--- src/hw/rtl/lsbbp_pkg.sv ---
// Shared constants for the LSB-first bit packer: store geometry, field
// widths and item kind codes. No dependencies.
`default_nettype none

package lsbbp_pkg;

    // Byte store geometry
    localparam int BUF_BYTES = 256;
    localparam int ADDR_W    = $clog2(BUF_BYTES);
    localparam int BUF_BITS  = BUF_BYTES * 8;

    // Field widths
    localparam int POS_W    = 12;
    localparam int CNT_W    = 6;
    localparam int KIND_W   = 3;
    localparam int MAX_BITS = 32;
    localparam int POS_MAX  = (1 << POS_W) - 1;

    // Highest position any write may reach, before the capacity register
    localparam int LIM_CEIL = (BUF_BITS < POS_MAX) ? BUF_BITS : POS_MAX;

    // Input stream packing
    localparam int IN_DATA_W = 72;
    localparam int OUT_DATA_W = 64;

    // Capacity after reset
    localparam logic [POS_W-1:0] CAP_RESET = POS_W'(2048);

    // Item kinds
    localparam logic [KIND_W-1:0] KIND_INIT    = 3'd0;
    localparam logic [KIND_W-1:0] KIND_LOAD    = 3'd1;
    localparam logic [KIND_W-1:0] KIND_READ    = 3'd2;
    localparam logic [KIND_W-1:0] KIND_WRITE   = 3'd3;
    localparam logic [KIND_W-1:0] KIND_APPEND  = 3'd4;
    localparam logic [KIND_W-1:0] KIND_SET_POS = 3'd5;

endpackage

`default_nettype wire

--- src/hw/rtl/lsb_first_bit_packer.sv ---
// Top level of the LSB-first bit packer: byte store, bit-serial read and
// OR-write engine and the result register. Depends on lsbbp_pkg.
//
//   Channel   Direction  Contents
//   s_axis    in         tuser: kind; tdata: count, value, position, address, byte
//   m_axis    out        tdata: read value, bits done, failed, position, length
//   i_cfg_*   in         capacity in bits, written at any edge with i_cfg_wr_en high
//
// Init, load_byte, set_pos and unused kinds go from idle straight to the output
// state. A read, write or append of n bits ends there too and moves one bit per
// cycle, plus a fetch and latch of each byte through the single memory read
// port. Reset is synchronous; the store reads as zero after reset
// through per-byte valid flags, so no clearing pass is needed. A new item is
// taken while the previous result waits in the output register; a stalled
// output only holds the block once the next result is ready.
`default_nettype none

module lsb_first_bit_packer
    import lsbbp_pkg::*;
(
    input  wire                     i_clk,
    input  wire                     i_rst_n,
    // Configuration
    input  wire                     i_cfg_wr_en,
    input  wire [POS_W-1:0]         i_cfg_wr_data,
    // Input stream
    input  wire                     s_axis_tvalid,
    output logic                    s_axis_tready,
    // tdata from bit 0: bit_count[5:0], write_value[37:6], position[49:38],
    // byte_addr[57:50], byte_value[65:58], zero pad [71:66]
    input  wire [IN_DATA_W-1:0]     s_axis_tdata,
    // tuser from bit 0: kind[2:0]
    input  wire [KIND_W-1:0]        s_axis_tuser,
    // Result stream
    output logic                    m_axis_tvalid,
    input  wire                     m_axis_tready,
    // tdata from bit 0: read_value[31:0], bits_done[37:32], read_failed[38],
    // cur_position[50:39], cur_length[62:51], zero pad [63]
    output logic [OUT_DATA_W-1:0]   m_axis_tdata
);

    localparam logic [2:0] S_IDLE  = 3'd0;
    localparam logic [2:0] S_CHECK = 3'd1;
    localparam logic [2:0] S_LATCH = 3'd2;
    localparam logic [2:0] S_BIT   = 3'd3;
    localparam logic [2:0] S_OUT   = 3'd4;

    // Input fields
    logic [CNT_W-1:0]    in_count;
    logic [MAX_BITS-1:0] in_value;
    logic [POS_W-1:0]    in_pos;
    logic [7:0]          in_addr;
    logic [7:0]          in_byte;
    logic [CNT_W-1:0]    in_count_sat;

    assign in_count = s_axis_tdata[5:0];
    assign in_value = s_axis_tdata[37:6];
    assign in_pos   = s_axis_tdata[49:38];
    assign in_addr  = s_axis_tdata[57:50];
    assign in_byte  = s_axis_tdata[65:58];
    assign in_count_sat = (in_count > CNT_W'(MAX_BITS)) ? CNT_W'(MAX_BITS) : in_count;

    // Control and payload registers
    logic [2:0]          r_state;
    logic [POS_W-1:0]    r_pos;
    logic [POS_W-1:0]    r_len;
    logic [POS_W-1:0]    r_cap;
    logic                r_out_vld;
    logic                r_is_rd;
    logic [CNT_W-1:0]    r_n;
    logic [CNT_W-1:0]    r_cnt;
    logic [MAX_BITS-1:0] r_wv;
    logic [MAX_BITS-1:0] r_rdata;
    logic                r_failed;
    logic [7:0]          r_byte;
    logic [OUT_DATA_W-1:0] r_out_data;

    // Byte store with a valid flag per byte
    logic [7:0]          r_mem [BUF_BYTES];
    logic [7:0]          r_mem_q;
    logic [BUF_BYTES-1:0] r_vld;

    logic                mem_we;
    logic [ADDR_W-1:0]   mem_waddr;
    logic [7:0]          mem_wdata;
    logic [ADDR_W-1:0]   pos_addr;

    // Bit engine signals
    logic [POS_W-1:0]    lim;
    logic                idx_ok;
    logic                go_on;
    logic [2:0]          bit_sel;
    logic [POS_W-1:0]    pos_inc;
    logic [CNT_W-1:0]    cnt_inc;
    logic                stop_next;
    logic [7:0]          n_byte;
    logic                accept;

    assign accept        = s_axis_tvalid && s_axis_tready;
    assign s_axis_tready = (r_state == S_IDLE);
    assign m_axis_tvalid = r_out_vld;
    assign m_axis_tdata  = r_out_data;

    // Effective write limit from the capacity register
    assign lim = (32'(r_cap) > 32'(LIM_CEIL)) ? POS_W'(LIM_CEIL) : r_cap;

    // Byte index of the current position and whether it lies in the store
    assign pos_addr = ADDR_W'(r_pos[POS_W-1:3]);
    assign idx_ok   = (32'(r_pos[POS_W-1:3]) < 32'(BUF_BYTES));

    // Loop condition at the head of each byte
    assign go_on = (r_cnt < r_n) && (r_is_rd ? (r_pos < r_len) : (r_pos < lim));

    assign bit_sel = r_pos[2:0];
    assign pos_inc = r_pos + POS_W'(1);
    assign cnt_inc = r_cnt + CNT_W'(1);
    assign n_byte  = r_byte | (8'(r_wv[0]) << bit_sel);

    // True when the bit being handled now is the last of this item
    assign stop_next = (cnt_inc >= r_n) ||
                       (r_is_rd ? (pos_inc >= r_len) : (pos_inc >= lim));

    // Memory write port: direct byte loads, or write-back at the end of a byte or of the item
    always_comb begin
        mem_we    = 1'b0;
        mem_waddr = pos_addr;
        mem_wdata = n_byte;
        if (accept && (s_axis_tuser == KIND_LOAD) && (32'(in_addr) < 32'(BUF_BYTES))) begin
            mem_we    = 1'b1;
            mem_waddr = ADDR_W'(in_addr);
            mem_wdata = in_byte;
        end else if ((r_state == S_BIT) && !r_is_rd && idx_ok &&
                     ((bit_sel == 3'd7) || stop_next)) begin
            mem_we = 1'b1;
        end
    end

    // Store array: one write and one registered read per cycle
    always_ff @(posedge i_clk) begin
        if (mem_we) begin
            r_mem[mem_waddr] <= mem_wdata;
        end
        r_mem_q <= r_mem[pos_addr];
    end

    // Valid flags: a byte never written reads as zero
    always_ff @(posedge i_clk) begin
        if (!i_rst_n) begin
            r_vld <= '0;
        end else if (mem_we) begin
            r_vld[mem_waddr] <= 1'b1;
        end
    end

    // Capacity register
    always_ff @(posedge i_clk) begin
        if (!i_rst_n) begin
            r_cap <= CAP_RESET;
        end else if (i_cfg_wr_en) begin
            r_cap <= i_cfg_wr_data;
        end
    end

    // Sequencer, position, length and result register
    always_ff @(posedge i_clk) begin
        if (!i_rst_n) begin
            r_state   <= S_IDLE;
            r_pos     <= '0;
            r_len     <= '0;
            r_out_vld <= 1'b0;
        end else begin
            // A waiting result is dropped on its transfer unless the next one replaces it
            if (r_out_vld && m_axis_tready && (r_state != S_OUT)) begin
                r_out_vld <= 1'b0;
            end
            unique case (r_state)
                S_IDLE: begin
                    if (accept) begin
                        r_n      <= in_count_sat;
                        r_cnt    <= '0;
                        r_wv     <= in_value;
                        r_rdata  <= '0;
                        r_failed <= (s_axis_tuser == KIND_READ) && (r_len <= r_pos);
                        r_is_rd  <= (s_axis_tuser == KIND_READ);
                        unique case (s_axis_tuser)
                            KIND_INIT: begin
                                r_len   <= in_pos;
                                r_pos   <= '0;
                                r_state <= S_OUT;
                            end
                            KIND_READ: begin
                                r_state <= S_CHECK;
                            end
                            KIND_WRITE: begin
                                r_state <= S_CHECK;
                            end
                            KIND_APPEND: begin
                                r_pos   <= r_len;
                                r_state <= S_CHECK;
                            end
                            KIND_SET_POS: begin
                                r_pos   <= in_pos;
                                r_state <= S_OUT;
                            end
                            default: begin
                                // Byte loads go straight to the store; other codes do nothing
                                r_state <= S_OUT;
                            end
                        endcase
                    end
                end
                S_CHECK: begin
                    // The store read of the current byte is issued here
                    r_state <= go_on ? S_LATCH : S_OUT;
                end
                S_LATCH: begin
                    r_byte  <= (idx_ok && r_vld[pos_addr]) ? r_mem_q : 8'h00;
                    r_state <= S_BIT;
                end
                S_BIT: begin
                    // One bit per cycle; leave at the byte boundary or when done
                    if (r_is_rd) begin
                        r_rdata[r_cnt[CNT_W-2:0]] <= r_byte[bit_sel];
                    end else begin
                        r_byte <= n_byte;
                        if (r_len < pos_inc) begin
                            r_len <= r_len + POS_W'(1);
                        end
                    end
                    r_wv  <= r_wv >> 1;
                    r_cnt <= cnt_inc;
                    r_pos <= pos_inc;
                    if ((bit_sel == 3'd7) || stop_next) begin
                        r_state <= S_CHECK;
                    end
                end
                S_OUT: begin
                    if (!r_out_vld || m_axis_tready) begin
                        r_out_data <= {1'b0, r_len, r_pos, r_failed, r_cnt, r_rdata};
                        r_out_vld  <= 1'b1;
                        r_state    <= S_IDLE;
                    end
                end
                default: begin
                    r_state <= S_IDLE;
                end
            endcase
        end
    end

endmodule

`default_nettype wire

--- config.mk ---
export PLATFORM = sky130hd
export DESIGN_NAME = lsb_first_bit_packer
export DESIGN_NICKNAME = d
export VERILOG_FILES = /design/src/hw/rtl/lsbbp_pkg.sv /design/src/hw/rtl/lsb_first_bit_packer.sv
export SDC_FILE = /design/constraint.sdc
export NUM_CORES = 2
export LEC_CHECK = 0
export BUFFER_PORTS_ARGS = -buffer_cell sky130_fd_sc_hd__buf_2
export CAP_MARGIN = 20
export CORE_UTILIZATION = 55
export CTS_BUF_LIST = sky130_fd_sc_hd__clkbuf_4
export DETAILED_ROUTE_END_ITERATION = 12
export PLACE_DENSITY = 0.76
export SLEW_MARGIN = 20
export SYNTH_ARGS = -nofsm -noshare
export SYNTH_HDL_FRONTEND = slang
export SYNTH_SLANG_ARGS = --single-unit
--- constraint.sdc ---
create_clock -name i_clk -period 13.66 [get_ports i_clk]
set_clock_uncertainty 0.15 [all_clocks]
set_input_delay 0 -clock i_clk [delete_from_list [all_inputs] [get_ports i_clk]]
set_output_delay 0 -clock i_clk [all_outputs]
set_load 0.02 [all_outputs]
==> impl_metrics.env <==
export IMPL_status="completed"
export IMPL_crit_arrival_ns=7.73
export IMPL_synth_warnings=0
export IMPL_die_x_um=426
export IMPL_design_area_mm2=0.113
export IMPL_core_area_mm2=0.179
export IMPL_synth_edff_count=2197
export IMPL_critPathMaxFanout=48
export IMPL_grt_setup_unrepaired="no"
export IMPL_synth_ff_type="edfxtp_1"
export IMPL_path_class="flop to flop"
export IMPL_fin_nets=6190
export IMPL_placementRows=155
export IMPL_finalHoldViolCount=0
export IMPL_synth_common_cells="edfxtp_1 (2197), mux4_2 (701), nand2_1 (351), dfxtp_1 (304), nor2_1 (279)"
export IMPL_cts_root_buf="clkbuf_4"
export IMPL_ant_nets=0
export IMPL_tritoncts="yes"
export IMPL_layout_min_cycle_time_ns=6.91
export IMPL_drive_gt1_frac=0.313
export IMPL_grt_start_max_net_pins=246
export IMPL_synth_top_area_cell="edfxtp_1"
export IMPL_cp_cell_sequence="buf_4, nand3_1, nor2_1, nand2_1, nor2_1, xnor2_1, ha_1, and4_1, o2111ai_1, a21oi_1, nor3_1, o211ai_1, buf_4, a21o_1, nand3_2, buf_4, nor2_1"
export IMPL_synthXorXnorAreaFrac=0.00115
export IMPL_max_stage_delay_ns=0.79
export IMPL_gp_congestion=0.892
export IMPL_grt_pass1_wl_um=373000
export IMPL_worstPathRequired_ns=14.48
export IMPL_synth_top_cell_area_share=0.667
export IMPL_cpMaxStageDelayCell="nand3_2"
export IMPL_ys_ff_latch=2501
export IMPL_ctsHtreeMaxLevel=6
export IMPL_clkSinkCount=2501
export IMPL_wl_um=257000
export IMPL_io_pins=158
export IMPL_slew_viol_final=0
export IMPL_worst_pin_slew_ns=1.24
export IMPL_power_density_mw_per_mm2=144
export IMPL_grt_total_usage=0.285
export IMPL_synth_fp_nets=5342
export IMPL_dpl_worst_slack_ns=6.85
export IMPL_async_flop_share=0
export IMPL_leakage_nw=36.6
export IMPL_drc_errors=0
export IMPL_drt_iter0_drc=7430
export IMPL_synthAdderAreaFrac=0.00848
export IMPL_ys_seq_area_frac=0.729
export IMPL_numPortBuffers=150
export IMPL_die_area_mm2=0.182
export IMPL_clockBufferDepth=4
export IMPL_setup_ws_ns=6.75
export IMPL_hp_class="input pin to flop"
export IMPL_finalSetupTns_ns=0
export IMPL_fp_dieH_um=426
export IMPL_synth_cells=5183
export IMPL_cts_reportedPaths_clkPinSlew_ns=0.07
export IMPL_first_pass_iters=10
export IMPL_synth_compound_area_frac=0.0402
export IMPL_max_freq_mhz=145
export IMPL_drt_vias_per_instance=6.38
export IMPL_dpl_hpwl_um=144000
export IMPL_finalCritPeriodShare=0.506
export IMPL_drv_cap=0
export IMPL_synthToLayoutAreaGrowth_pct=14.4
export IMPL_synth_top_family_by_area="multiplexers"
export IMPL_placed_area_mm2=0.103
export IMPL_avgSynthCellArea_um2=19.1
export IMPL_start_util=0.554
export IMPL_antenna_found_initial=22
export IMPL_cp_start_kind="flop"
export IMPL_synthMuxAreaShare=0.165
export IMPL_numCtsBuffers=611
export IMPL_peakVddDrop_v=0.000101
export IMPL_wl_per_cell_um=29.0
export IMPL_cp_end_kind="flop"
export IMPL_vias=56493
export IMPL_clk_latency_ns=1.45
export IMPL_grt_pass1_vias=57041
export IMPL_slew_headroom=0.169
export IMPL_netlist_area_mm2=0.0989
export IMPL_grt_overflow=0
export IMPL_holdWs_ns=0.0823
export IMPL_synthMostInstantiatedCell="edfxtp_1"
export IMPL_yosys_area_share_simple=0.0401
export IMPL_yosysUniqueCellTypes=78
export IMPL_setup_viol=0
export IMPL_synth_area_leaders="edfxtp_1 (67%), mux4_2 (16%), dfxtp_1 (6.2%)"
[layer usage]
layer	routed length, um	share of wire	track usage	up-vias
met3	28200	0.11	0.0750	846
met4	13800	0.054	0.153	10
met5	78	0.00030	0	-
li1	-	-	-	23208
met2	123000	0.48	0.445	3805
met1	91700	0.36	0.367	28624
[metrics by stage]
| stage | cells | util | total power (W) |
|---|---|---|---|
| after floorplan | 5183 | - | 0.00973 |
| after global placement | 7480 | 0.574 | 0.0103 |
| after detailed placement | 7481 | 0.574 | 0.0103 |
| after CTS | 8840 | 0.633 | 0.0163 |
| after global routing | 8852 | 0.633 | 0.0168 |
| final | 8858 | 0.633 | 0.0163 |
[worst max-delay path, delay by kind of cell (launching register included)]
kind | cells | cell delay, ns
buffers and inverters | 3 | 1.52
xor gates and xnor gates | 1 | 0.16
and+or+nand+nor | 8 | 2.52
adders and majority gates | 1 | 0.33
AOI/OAI and AO/OA | 4 | 0.96
DFF | 1 | 0.74
[cell families after synthesis]
family / after synthesis
flops: 2501
simple gates: 875
buf+inv: 380
compound gates: 598
mux: 748
xor+xnor: 13
fa+ha+maj: 67
other cells: 1
[area by class of cell]
class / instances / area, um2
flip-flops and latches: 2501 / 72100
fillers: 11796 / 65500
multi-input cells: 2302 / 25400
clock buffers: 900 / 6760
repair buffers: 574 / 4910
well taps: 2355 / 2950
clock inverters: 169 / 811
inverters: 41 / 161
diodes: 16 / 40.0
[report_power, final]
| group | switching (W) | internal [W] |
|---|---|---|
| clock | 0.00291 | 0.00313 |
| sequential | 0.0000721 | 0.00837 |
| combinational | 0.00106 | 0.000737 |
| total | 0.00404 | 0.0122 |
[placed cells by master (no fill, tap or decap), types with 7 or more instances in the layout]
master / netlist / routed
o22ai_1: 14 / 14
xnor2_1: 12 / 12
a21o_1: 19 / 19
o21a_1: 110 / 110
nand3_1: 49 / 45
nor2b_1: 17 / 16
nand3b_1: 7 / 7
diode_2: 0 / 16
a311oi_1: 26 / 26
inv_1: 36 / 35
clkinv_2: 0 / 12
nand2_1: 351 / 347
a22o_1: 15 / 15
nor3_1: 73 / 70
a221oi_1: 15 / 15
mux4_2: 701 / 701
nor2_1: 279 / 274
ha_1: 67 / 67
a211oi_1: 17 / 17
edfxtp_1: 2197 / 2197
nor3_2: 26 / 29
a31o_2: 9 / 9
buf_4: 21 / 119
nand4_1: 9 / 9
mux2i_1: 41 / 40
a31oi_1: 9 / 9
a22oi_1: 33 / 33
buf_12: 0 / 12
o221ai_1: 7 / 7
buf_2: 80 / 149
o21ai_0: 181 / 181
a222oi_1: 10 / 10
a21oi_1: 92 / 80
clkinv_1: 2 / 136
inv_2: 3 / 19
dlygate4sd3_1: 0 / 288
and2_1: 12 / 12
dfxtp_1: 304 / 301
clkbuf_4: 0 / 900
a21oi_4: 0 / 12
[flip-flops by register name, summed over array words and instances, names as in the netlist, 8 cells and up]
name / cells
m_axis_tdata: 63
r_mem: 2048
r_mem_q: 8
r_len: 12
r_byte: 8
r_rdata: 32
r_wv: 32
r_pos: 12
r_vld: 256
r_cap: 12
[path summary, 6_finish.rpt]
path,startpoint,end,slack [ns],cells after the start
worst max-delay path,r_pos[4],r_mem[5][1],6.75,17
worst min-delay path,s_axis_tdata[55],r_vld[94],0.08,6
worst max register to register,r_pos[4],r_mem[5][1],6.75,17
worst min register to register,r_rdata[0],m_axis_tdata[0],0.26,0
[repair_timing]
| action | CTS | global route |
|---|---|---|
| hold buffers | 290 | 0 |
| endpoints found under the hold margin | 3628 | 0 |
| buffers inserted | 0 | 0 |
| resized for setup | 0 | 0 |
(Power assumes the default switching activity.)
